==> config.mk <==
export PLATFORM = sky130hd
export DESIGN_NAME = ikarm_pose
export DESIGN_NICKNAME = d
export VERILOG_FILES = /design/src/hw/rtl/ikarm_pkg.sv /design/src/hw/rtl/ikarm_pose.sv
export SDC_FILE = /design/constraint.sdc
export NUM_CORES = 1
export LEC_CHECK = 0
export ABC_AREA = 1
export BUFFER_PORTS_ARGS = -buffer_cell sky130_fd_sc_hd__buf_2
export CORE_MARGIN = 3
export CORE_UTILIZATION = 50
export DETAILED_ROUTE_END_ITERATION = 10
export GPL_ROUTABILITY_DRIVEN = 1
export GPL_TIMING_DRIVEN = 1
export PLACE_DENSITY = 0.77
export SLEW_MARGIN = 5
export SYNTH_ARGS = -nofsm -noshare
export SYNTH_HDL_FRONTEND = slang
export SYNTH_SLANG_ARGS = --single-unit
==> constraint.sdc <==
create_clock -name vclk -period 7.4
set_input_delay 1.85 -clock vclk [all_inputs]
set_output_delay 1.85 -clock vclk [all_outputs]
set_load 0.1 [all_outputs]
==> src/hw/rtl/ikarm_pkg.sv <==
// Shared types, widths and constants for the two-link arm inverse kinematics block.
// Holds the arctangent table used by the arccos pipeline. Depends on nothing.
package ikarm_pkg;

    localparam int FRAC_BITS = 6;
    localparam int CF_BITS   = 16;
    localparam int ANG_SH    = CF_BITS - FRAC_BITS;
    localparam int PRE_SH    = 8;

    localparam longint ONE   = longint'(1) << FRAC_BITS;
    localparam longint S2    = ONE * ONE;
    localparam longint D180  = 180 * ONE;
    localparam longint Q16   = longint'(1) << CF_BITS;
    localparam longint LIM14 = (D180 < 16383) ? D180 : 16383;
    localparam longint LIM16 = (360 * ONE < 32767) ? 360 * ONE : 32767;

    localparam longint LONG_LO  = 28 * ONE;
    localparam longint LONG_HI  = 40 * ONE;
    localparam longint SHORT_LO = 25 * ONE / 2;

    localparam longint C0L_NUM = 802 * S2;
    localparam longint C0L_DEN = 798 * S2;
    localparam longint C0S_NUM = 5821169 * S2;
    localparam longint C0S_DEN = 5650600 * S2;
    localparam longint C1L_ADD = 80 * S2;
    localparam longint C1L_DK  = 42 * ONE;
    localparam longint C1S_SUB = 1398831 * S2;
    localparam longint C1S_DK  = 297400 * ONE;
    localparam longint C2_SUB  = 14196 * S2;
    localparam longint C2_DK   = 2960 * ONE;
    localparam longint C423    = (423 * ONE + 5) / 10;
    localparam longint C477    = (477 * ONE + 5) / 10;

    localparam int REACH_W = 12;
    localparam int BASE_W  = 15;
    localparam int OFS_W   = 15;
    localparam int J1_W    = 14;
    localparam int J2_W    = 16;
    localparam int J3_W    = 14;
    localparam int J4_W    = 16;
    localparam int ST_W    = 2;
    localparam int ZZ_W    = 2 * REACH_W;
    localparam int NUM_W   = 38;
    localparam int DEN_W   = 36;
    localparam int QUO_W   = 18;
    localparam int C_W     = 18;
    localparam int SQ_W    = 34;
    localparam int ROOT_N  = 17;
    localparam int CX_W    = 28;
    localparam int CORDIC_N = 16;
    localparam int ANG_W   = 14;

    localparam int DIV_LAT  = QUO_W + 3;
    localparam int ACOS_LAT = ROOT_N + CORDIC_N + 3;
    localparam int SIDE_LAT = DIV_LAT + ACOS_LAT;

    localparam logic [ST_W-1:0] ST_LONG    = 2'd0;
    localparam logic [ST_W-1:0] ST_SHORT   = 2'd1;
    localparam logic [ST_W-1:0] ST_RANGE   = 2'd2;
    localparam logic [ST_W-1:0] ST_UNREACH = 2'd3;

    typedef struct packed {
        logic                    long_b;
        logic                    short_b;
        logic                    mir;
        logic [J1_W-1:0]         j1;
        logic signed [OFS_W-1:0] ofs;
    } side_t;

    function automatic logic [23:0] atan_q16(input int idx);
        logic [23:0] v;
        case (idx)
            0:       v = 24'd2949120;
            1:       v = 24'd1740967;
            2:       v = 24'd919879;
            3:       v = 24'd466945;
            4:       v = 24'd234379;
            5:       v = 24'd117304;
            6:       v = 24'd58666;
            7:       v = 24'd29335;
            8:       v = 24'd14668;
            9:       v = 24'd7334;
            10:      v = 24'd3667;
            11:      v = 24'd1833;
            12:      v = 24'd917;
            13:      v = 24'd458;
            14:      v = 24'd229;
            15:      v = 24'd115;
            default: v = 24'd0;
        endcase
        return v;
    endfunction

endpackage

==> src/hw/rtl/ikarm_pose.sv <==
// Combines the band, the mirror flag and the three arccos angles into joint angles
// and a status code, with saturation. Depends on ikarm_pkg.
module ikarm_pose (
    input  ikarm_pkg::side_t                    side,
    input  logic        [ikarm_pkg::ANG_W-1:0]  ang0,
    input  logic        [ikarm_pkg::ANG_W-1:0]  ang1,
    input  logic        [ikarm_pkg::ANG_W-1:0]  ang2,
    output logic        [ikarm_pkg::J1_W-1:0]   j1,
    output logic signed [ikarm_pkg::J2_W-1:0]   j2,
    output logic        [ikarm_pkg::J3_W-1:0]   j3,
    output logic signed [ikarm_pkg::J4_W-1:0]   j4,
    output logic        [ikarm_pkg::ST_W-1:0]   st
);
    import ikarm_pkg::*;

    localparam int PW = 18;

    logic signed [PW-1:0] q;
    logic signed [PW-1:0] a0;
    logic signed [PW-1:0] a1;
    logic signed [PW-1:0] a2;
    logic signed [PW-1:0] r2;
    logic signed [PW-1:0] r4;
    logic signed [PW-1:0] c2;
    logic signed [PW-1:0] c4;

    function automatic logic signed [PW-1:0] sat(input logic signed [PW-1:0] v);
        logic signed [PW-1:0] lim;
        lim = PW'(LIM16);
        if (v > lim)
            return lim;
        if (v < -lim)
            return -lim;
        return v;
    endfunction

    assign q  = PW'(side.ofs);
    assign a0 = $signed(PW'(ang0));
    assign a1 = $signed(PW'(ang1));
    assign a2 = $signed(PW'(ang2));

    always_comb
    begin
        j1 = side.j1;
        j3 = '0;
        r2 = '0;
        r4 = '0;
        st = ST_RANGE;
        if (side.long_b)
        begin
            st = ST_LONG;
            j3 = J3_W'(90 * ONE);
            if (side.mir)
            begin
                r2 = PW'(D180) - a1 - q;
                r4 = PW'(270 * ONE) - a0;
            end
            else
            begin
                r2 = a1 + q;
                r4 = a0 - PW'(90 * ONE);
            end
        end
        else if (side.short_b)
        begin
            if (q <= PW'(D180 - C423) - a2)
            begin
                st = ST_SHORT;
                if (side.mir)
                begin
                    j3 = '0;
                    r2 = PW'(D180) - (PW'(C423) + a1 + q);
                    r4 = PW'(D180) - (PW'(C477) + a0 - PW'(90 * ONE));
                end
                else
                begin
                    j3 = J3_W'(D180);
                    r2 = PW'(C423) + a1 + q;
                    r4 = PW'(C477) + a0 - PW'(90 * ONE);
                end
            end
            else
            begin
                st = ST_UNREACH;
            end
        end
        else
        begin
            j1 = '0;
        end
    end

    assign c2 = sat(r2);
    assign c4 = sat(r4);
    assign j2 = J2_W'(c2);
    assign j4 = J4_W'(c4);

endmodule

==> summary.md <==
| Metric | Value |
|---|---|
| Status | `finished with violations` |
| Failing checks | `negative setup slack` |
| Synth warn | `0` |
| Synth area leaders | `nand2_1, ha_1, inv_1` |
| Hold Vio Cnt, Final | `0` |
| Cts hold-fix bufs | `0` |
| Leak | `4.78 nW` |
| WP data required | `5.55 ns` |
| Total Routing Usage GR | `0.265` |
| Netlist cell types | `51` |
| Vias in the first global route | `7,309` |
| CP arrival | `5.59 ns` |
| Drt first pass iters | `5` |
| First-pass GRT wire length | `between 30 and 40 mm` |
| Worst min-delay path category | `in2out` |
| Final core utilization | `0.737` |
| Max cap viols | `0` |
| Pre-CTS WS | `-0.134 ns` |
| Grt total ovfl | `0` |
| CP max stage cell | `a221oi_2` |
| Final worst setup slack | `-0.0362 ns` |
| Crit Path Class | `in2out` |
| Wire per inst | `around 14 um` |
| Average size of a mapped cell | `5.27 sq um` |
| Syn Std Cell Area | `6370 sq um` |
| Sequential-to-total area share from yosys stat | `0` |
| Final #Nets | `1,517` |
| Total core area | `12,200 sq um` |
| Unrepaired setup endpoints after global routing | `true` |
| Post-DP HPWL | `16.6 mm` |
| Routed vias | `approximately 8,300` |
| Final slew viol count | `0` |
| Die W | `119 um` |
| Design Power | `0.00134 W` |
| 1st-iter DRT viols | `738` |
| Max-slew headroom | `0.300` |
| Seq. cell area | `0 sq um` |
| RePlAce Congestion | `0.996` |
| Pin count of the biggest net entering global routing | `between 60 and 70` |
| Post-synth top area share | `0.197` |
| Vias per cell | `5.41` |
| Crit path time final | `7.44 ns` |
| Power per cell area | `between 100 and 150 nW/um^2` |
| Post-Route WL | `20.9 mm` |
| Die ar. | `14,100 sq um` |
| Final Cycle Share | `1.00` |
| DR DRC count | `0` |
| Slew of the pin with the lowest slew margin | `1.05 ns` |
| Vert. Die Dim | `119 um` |
| Post-DRT Antenna Nets | `0` |
| Clock buffer count | `0` |
| CP peak stage delay | `~0.26 ns` |
| Area grow syn2layout | `41.2%` |
| Worst Setup Start Kind | `input port` |
| Post-synth top area cell | `nand2_1` |
| IO buf count | `129` |
| Starting Density | `0.522` |
| Rows | `40` |
| Cell area after layout | `9000 sq um` |
| Instance area at placement | `8250 sq um` |
| Crit Path Max Fanout | `7` |
| ANT cells | `0` |
| Post-Synthesis Cells | `1,209` |
| Highest Clock Rate | `around 0.13 GHz` |
| Setup TNS | `-0.171 ns` |
| FF+latch count | `0` |
| IO Count | `136` |
| CP dominant cell by count | `nand2_1` |
| Initial antenna violation count | `0` |
| Critical Path Sink Type | `output port` |
| Maximum vdd drop | `about 0.067 mV` |
| Final setup fails | `7` |
| Share of cells above drive strength 1 | `0.296` |
[Yosys cell counts (all sizes together), types with 4 or more instances]
cell type  number
ha             68
nor3           25
a21o            8
nand4          15
nand2         361
a21boi          5
o211ai          5
o21ai          76
a31oi           4
xor2           40
buf            26
nand3b          5
nand3         102
nor2          107
a21oi         109
inv           203
clkbuf         13
xnor2          10
[per-layer routing]
metal	GRT usage	up-vias	share of wire
li1	-	4214	-
met1	0.376	3700	0.44
met2	0.448	351	0.45
met3	0.0166	49	0.082
met4	0.0463	0	0.024
met5	0	-	0
[final cells by class]
class,instances,area (sq um)
Multi-Input combinational cell,971,6210
Fill cell,1024,3220
Timing Repair Buffer,194,1760
Inverter,205,813
Tap cell,168,210
[cell families after synthesis]
| logic type | Yosys count | synth area share |
|---|---|---|
| buf+inv | 244 | 0.157 |
| simple gates | 620 | 0.419 |
| xor+xnor | 50 | 0.0764 |
| fa+ha+maj | 71 | 0.143 |
| other cells | 1 | 0.000589 |
| compound gates | 223 | 0.204 |
[metrics by stage]
| stage | hold slack [ns] | instances |
|---|---|---|
| after floorplan | 3.91 | 1215 |
| after global placement | 4.14 | 1513 |
| after detailed placement | 4.14 | 1513 |
| after CTS | 4.15 | 1516 |
| after global routing | 4.16 | 1538 |
| final | 4.15 | 1538 |
[worst max-delay path: cells and delay by family]
kind | cells | cell delay, ns
fa+ha+maj | 2 | 0.35
buf+inv | 8 | 0.81
simple gates | 14 | 1.37
compound gates | 6 | 1.08
xor+xnor | 1 | 0.14
[power breakdown]
part | total (W) | switching, W | internal, W
registers | 0 | 0 | 0
clock network | 0 | 0 | 0
logic | 0.00134 | 0.000874 | 0.000470
total | 0.00134 | 0.000874 | 0.000470
[placed cells by master (no fill, tap or decap), types with 5 or more instances in the layout]
cell,n
nand2_1,291
inv_1,177
nand3_1,94
buf_2,93
nor2_1,86
a21oi_1,65
nand2_2,58
ha_1,58
buf_4,55
o21ai_0,51
buf_12,37
xor2_1,35
a21oi_4,26
inv_2,20
a21oi_2,18
nor3_1,17
nand4_1,14
nor2_2,13
o21ai_2,13
o21ai_1,12
nand2_4,10
xnor2_1,9
nor2_4,8
a21o_1,8
ha_4,7
conb_1,7
nand3b_1,5
o211ai_1,5
nand3_2,5
[final timing paths]
check / startpoint / endpoint / slack [ns] / cells after the start
worst max-delay path: ang1[1] / j2[8] / -0.04 / 31
worst min-delay path: side[28] / j1[13] / 4.15 / 4
[timing repair]
item / CTS / global route
gates resized for setup: 14 / 138
pin swaps: 5 / 96
gates cloned: 0 / 2
setup buffers: 3 / 20
setup endpoints to repair: 26 / 31
(Power assumes the default switching activity.)
