### src/hw/rtl/ikarm_pkg.sv
// Shared types, widths and constants for the two-link arm inverse kinematics block.
// Holds the arctangent table used by the arccos pipeline. Depends on nothing.
package ikarm_pkg;

    localparam int FRAC_BITS = 6;
    localparam int CF_BITS   = 16;
    localparam int ANG_SH    = CF_BITS - FRAC_BITS;
    localparam int PRE_SH    = 8;

    localparam longint ONE   = longint'(1) << FRAC_BITS;
    localparam longint S2    = ONE * ONE;
    localparam longint D180  = 180 * ONE;
    localparam longint Q16   = longint'(1) << CF_BITS;
    localparam longint LIM14 = (D180 < 16383) ? D180 : 16383;
    localparam longint LIM16 = (360 * ONE < 32767) ? 360 * ONE : 32767;

    localparam longint LONG_LO  = 28 * ONE;
    localparam longint LONG_HI  = 40 * ONE;
    localparam longint SHORT_LO = 25 * ONE / 2;

    localparam longint C0L_NUM = 802 * S2;
    localparam longint C0L_DEN = 798 * S2;
    localparam longint C0S_NUM = 5821169 * S2;
    localparam longint C0S_DEN = 5650600 * S2;
    localparam longint C1L_ADD = 80 * S2;
    localparam longint C1L_DK  = 42 * ONE;
    localparam longint C1S_SUB = 1398831 * S2;
    localparam longint C1S_DK  = 297400 * ONE;
    localparam longint C2_SUB  = 14196 * S2;
    localparam longint C2_DK   = 2960 * ONE;
    localparam longint C423    = (423 * ONE + 5) / 10;
    localparam longint C477    = (477 * ONE + 5) / 10;

    localparam int REACH_W = 12;
    localparam int BASE_W  = 15;
    localparam int OFS_W   = 15;
    localparam int J1_W    = 14;
    localparam int J2_W    = 16;
    localparam int J3_W    = 14;
    localparam int J4_W    = 16;
    localparam int ST_W    = 2;
    localparam int ZZ_W    = 2 * REACH_W;
    localparam int NUM_W   = 38;
    localparam int DEN_W   = 36;
    localparam int QUO_W   = 18;
    localparam int C_W     = 18;
    localparam int SQ_W    = 34;
    localparam int ROOT_N  = 17;
    localparam int CX_W    = 28;
    localparam int CORDIC_N = 16;
    localparam int ANG_W   = 14;

    localparam int DIV_LAT  = QUO_W + 3;
    localparam int ACOS_LAT = ROOT_N + CORDIC_N + 3;
    localparam int SIDE_LAT = DIV_LAT + ACOS_LAT;

    localparam logic [ST_W-1:0] ST_LONG    = 2'd0;
    localparam logic [ST_W-1:0] ST_SHORT   = 2'd1;
    localparam logic [ST_W-1:0] ST_RANGE   = 2'd2;
    localparam logic [ST_W-1:0] ST_UNREACH = 2'd3;

    typedef struct packed {
        logic                    long_b;
        logic                    short_b;
        logic                    mir;
        logic [J1_W-1:0]         j1;
        logic signed [OFS_W-1:0] ofs;
    } side_t;

    function automatic logic [23:0] atan_q16(input int idx);
        logic [23:0] v;
        case (idx)
            0:       v = 24'd2949120;
            1:       v = 24'd1740967;
            2:       v = 24'd919879;
            3:       v = 24'd466945;
            4:       v = 24'd234379;
            5:       v = 24'd117304;
            6:       v = 24'd58666;
            7:       v = 24'd29335;
            8:       v = 24'd14668;
            9:       v = 24'd7334;
            10:      v = 24'd3667;
            11:      v = 24'd1833;
            12:      v = 24'd917;
            13:      v = 24'd458;
            14:      v = 24'd229;
            15:      v = 24'd115;
            default: v = 24'd0;
        endcase
        return v;
    endfunction

endpackage

### src/hw/rtl/ikarm_div.sv
// Pipelined restoring divider that forms a rounded cosine ratio with 16 fraction bits.
// The ratio is clamped to [-1, 1]. Depends on ikarm_pkg.
module ikarm_div (
    input  logic                                clk,
    input  logic signed [ikarm_pkg::NUM_W-1:0]  num,
    input  logic        [ikarm_pkg::DEN_W-1:0]  den,
    output logic signed [ikarm_pkg::C_W-1:0]    c
);
    import ikarm_pkg::*;

    localparam int NP_W = NUM_W + CF_BITS + 1;
    localparam int HI_W = NP_W - QUO_W;

    logic [NUM_W-1:0] mag;
    logic [NP_W-1:0]  np_next;
    logic [NP_W-1:0]  np_reg;
    logic [DEN_W-1:0] den0_reg;
    logic             neg0_reg;
    logic [HI_W-1:0]  hi;

    logic [DEN_W-1:0] rem_reg [0:QUO_W-1];
    logic [QUO_W-1:0] lo_reg  [0:QUO_W-1];
    logic [DEN_W-1:0] den_reg [0:QUO_W-1];
    logic [QUO_W-1:0] quo_reg [0:QUO_W];
    logic             neg_reg [0:QUO_W];
    logic             ovf_reg [0:QUO_W];

    logic [CF_BITS:0] qmag;
    logic signed [C_W-1:0] c_reg;

    assign mag     = num[NUM_W-1] ? NUM_W'(-num) : NUM_W'(num);
    assign np_next = {1'b0, mag, {CF_BITS{1'b0}}} + NP_W'(den >> 1);
    assign hi      = np_reg[NP_W-1:QUO_W];

    always_ff @(posedge clk)
    begin
        np_reg     <= np_next;
        den0_reg   <= den;
        neg0_reg   <= num[NUM_W-1];
        rem_reg[0] <= hi[DEN_W-1:0];
        lo_reg[0]  <= np_reg[QUO_W-1:0];
        den_reg[0] <= den0_reg;
        quo_reg[0] <= '0;
        neg_reg[0] <= neg0_reg;
        ovf_reg[0] <= (hi >= HI_W'(den0_reg));
    end

    for (genvar k = 0; k < QUO_W; k++) begin : g_step
        logic [DEN_W:0] t;
        logic           ge;
        assign t  = {rem_reg[k], lo_reg[k][QUO_W-1-k]};
        assign ge = (t >= {1'b0, den_reg[k]});
        always_ff @(posedge clk)
        begin
            quo_reg[k+1] <= {quo_reg[k][QUO_W-2:0], ge};
            neg_reg[k+1] <= neg_reg[k];
            ovf_reg[k+1] <= ovf_reg[k];
        end
        if (k < QUO_W - 1) begin : g_pass
            always_ff @(posedge clk)
            begin
                rem_reg[k+1] <= ge ? DEN_W'(t - {1'b0, den_reg[k]}) : t[DEN_W-1:0];
                lo_reg[k+1]  <= lo_reg[k];
                den_reg[k+1] <= den_reg[k];
            end
        end
    end

    assign qmag = (ovf_reg[QUO_W] || (quo_reg[QUO_W] > QUO_W'(Q16)))
                  ? (CF_BITS+1)'(Q16) : quo_reg[QUO_W][CF_BITS:0];

    always_ff @(posedge clk)
    begin
        c_reg <= neg_reg[QUO_W] ? -$signed(C_W'(qmag)) : $signed(C_W'(qmag));
    end

    assign c = c_reg;

endmodule

### config.mk
export PLATFORM = sky130hd
export DESIGN_NAME = ikarm_div
export DESIGN_NICKNAME = d
export VERILOG_FILES = /design/src/hw/rtl/ikarm_pkg.sv /design/src/hw/rtl/ikarm_div.sv
export SDC_FILE = /design/constraint.sdc
export NUM_CORES = 2
export LEC_CHECK = 0
export BUFFER_PORTS_ARGS = -buffer_cell sky130_fd_sc_hd__buf_2
export CORE_ASPECT_RATIO = 1.5
export CORE_UTILIZATION = 45
export CTS_BUF_LIST = sky130_fd_sc_hd__clkbuf_16
export DETAILED_ROUTE_END_ITERATION = 6
export SYNTH_ARGS = -nofsm -noshare
export SYNTH_HDL_FRONTEND = slang
export SYNTH_SLANG_ARGS = --single-unit
### constraint.sdc
create_clock -name clk -period 5.9 [get_ports clk]
set_input_delay 0.59 -clock clk [delete_from_list [all_inputs] [get_ports clk]]
set_output_delay 0.59 -clock clk [all_outputs]
set_load 0.05 [all_outputs]
==> out/metrics.cfg <==
[pwr]
p_switching_uw=22200
internal_power_uw=31300
switching_share_pct=41.5
p_seq_share_pct=30.5
comb_power_share_pct=50.6
p_leak_uw=0.0394
p_per_area_nw_per_um2=631
ir_drop_v=0.000332
pwr-share-clk_pct=18.9

[synthesis]
yosysSeqAreaShare_pct=42.0
yosysTopAreaCellShare_pct=42.0
synth_warnings=0
avgSynthCellArea_um2=9.03
syn-num-nets=9253
synth-main-ff-cell=dfxtp_1
synth_seq_cells=1602
synthArstFlopShare_pct=0
synth_area_um2=76400
synth_top_area_cell=dfxtp_1
yosysUniqueCellTypes=95
syn-instance-count=8455
synth_edf_count=0
synth.area.top_cells=dfxtp_1 42%, ha_1 12%, a21oi_1 5.5%

[timing]
hold_viol=0
setup_violations=0
period_needed_ns=4.66
max_clock_freq_ghz=0.214
fin_crit_sh_pct=79.0
maxSlewHeadroom_pct=2.36
rsz0062_at_grt=no
maxSlewViolCount=0
fin_ws_ns=1.24
tns_ns=0
timing.hold.ws_ns=0.101
clock-skew-final_ns=0.0748
tightestPinTransition_ns=1.45

[worst_setup_path]
cp-start-kind=flip-flop
end_kind=flip-flop
crit_type=flip-flop to flip-flop
cp_data_required_time_ns=6.63
cp.arrival_ns=5.39
worstPathMaxFanout=51

[run_status]
outcome=finished clean

[grt]
grt_max_degree=70
grt_pass1_wl_mm=323
antenna_found_initial=6
grt_usage_pct=24.0
grt_pass1_vias=60302
globalRoute.totalOverflow=0

[cts]
insertion_delay_ns=0.84
clockRootBuffer=clkbuf_16
cts_setup_buffers=0
cts_resized=0
clockBufferDepth=3
cts_max_level=4
clk_pin_slew_ns=0.07
cts_buffers=157
clock-sinks=1602
cts.hold.buffers_added=36
cts_tree=done

[cells_and_area]
post-route-util_pct=50.5
nNetsFinal=9351
largest_reg_flops=648
finalNonFillerCells=10931
drive_gt1_share_pct=7.38
area_delta_synth_final_pct=11.1
layout_common_cells=1602 x dfxtp_1, 858 x inv_1, 833 x a21oi_1
final_common_cell=dfxtp_1

[route]
drc=0
vias=58977
first_pass_iters=7
wl_per_cell_um=19.1
antenna_left=0
via_per_inst=5.40
wl_mm=209
first_iter_violations=2951

[die]
die_height_um=507
initial_utilization_pct=45.4
ioPinCount=93
rows=184
die_area_um2=171000
core_um2=168000
die_w_um=338

[place]
place_inst=10590
dp_hpwl_mm=169
gp_congestion=0.999
io_buffers=92
preCtsSetupSlack_ns=1.22

[hold_path]
hp-class=input port to flip-flop

[run]
cap_violations=0

-- cell type report --
cell class	instances	area (µm²)
clock inverters	136	1340
inverters	839	3150
well taps	2232	2790
clock buffers	158	3950
multi-input cells	5784	40300
fillers	15800	83200
diodes	11	27.5
repair buffers	169	1190
flip-flops and latches	1602	32100
-- metal layers --
layer | GRT usage, % | up-vias | routed length, µm
li1 | - | 29465 | -
met1 | 21.5 | 27810 | 71200
met2 | 49.2 | 1148 | 117000
met3 | 2.65 | 552 | 5540
met4 | 16.1 | 2 | 14900
met5 | 0 | - | 13
-- cells in the mapped netlist (14+ instances only) --
cell type	number
a2111oi_0	14
a211o_1	17
a211oi_1	42
a21boi_0	22
a21o_1	365
a21oi_1	833
a221oi_1	20
a31oi_1	78
and2_1	21
and3_1	54
and4_1	14
buf_2	20
clkbuf_1	197
dfxtp_1	1602
fa_1	18
ha_1	705
inv_1	838
mux2_2	159
mux2_4	27
nand2_1	579
nand2b_1	108
nand3_1	127
nand4_1	151
nor2_1	557
nor2b_1	109
nor3_1	97
nor4_1	30
o211ai_1	25
o21a_1	77
o21ai_0	514
o21bai_1	59
o31a_1	17
o31ai_1	57
o41ai_1	14
or2_2	21
or3_1	34
xnor2_1	343
xor2_1	261
-- power by group through the flow --
| stage | Clock [µW] | Sequential, µW | Combinational (µW) |
|---|---|---|---|
| floorplan | 0 | 15700 | 20500 |
| global placement | 0 | 16500 | 26600 |
| detailed placement | 0 | 16600 | 26800 |
| CTS | 10300 | 16300 | 27100 |
| global route | 10800 | 16600 | 30000 |
| finish | 10100 | 16300 | 27100 |
-- worst max-delay path, cell delays in order (launching register included) --
cell and delay [ns]:
dfxtp_1 0.37, inv_1 0.06, ha_1 0.28, nor2b_1 0.15
o211ai_1 0.17, a21boi_0 0.18, o31ai_1 0.70, o211ai_1 0.45
a41oi_1 0.42, nor2b_1 0.11, a211o_1 0.36, a41o_2 0.63
buf_4 0.35, mux2_2 0.27
-- logic make-up (layout without fill, tap and decap cells) --
kind of cell | count (synthesis) | in the layout | synth area share (%)
compound gates | 2301 | 2301 | 18.5
xor+xnor | 604 | 604 | 6.93
fa+ha+maj | 723 | 723 | 12.0
buf+inv | 1069 | 1302 | 5.35
flops | 1602 | 1602 | 42.0
mux | 199 | 199 | 3.05
other cells | 1 | 12 | 0.00491
simple gates | 1956 | 1956 | 12.2
-- through the flow --
step	instance area [µm²]	power [µW]
6_report	84800	53500
3_3_place_gp	79100	43100
5_1_grt	84800	57400
2_1_floorplan	76400	36200
3_5_place_dp	79100	43400
4_1_cts	84800	53800
-- final timing paths --
check                                            from                endpoint  slack, ns  depth (start not counted)
worst max-delay path            lo_reg[16][0]$_DFF_P_  rem_reg[17][3]$_DFF_P_       1.24                         13
worst min-delay path                          num[36]      np_reg[53]$_DFF_P_       0.10                          3
worst max register to register  lo_reg[16][0]$_DFF_P_  rem_reg[17][3]$_DFF_P_       1.24                         13
worst min register to register       neg0_reg$_DFF_P_      neg_reg[0]$_DFF_P_       0.29                          0
Power figures use the tool's default switching activity.
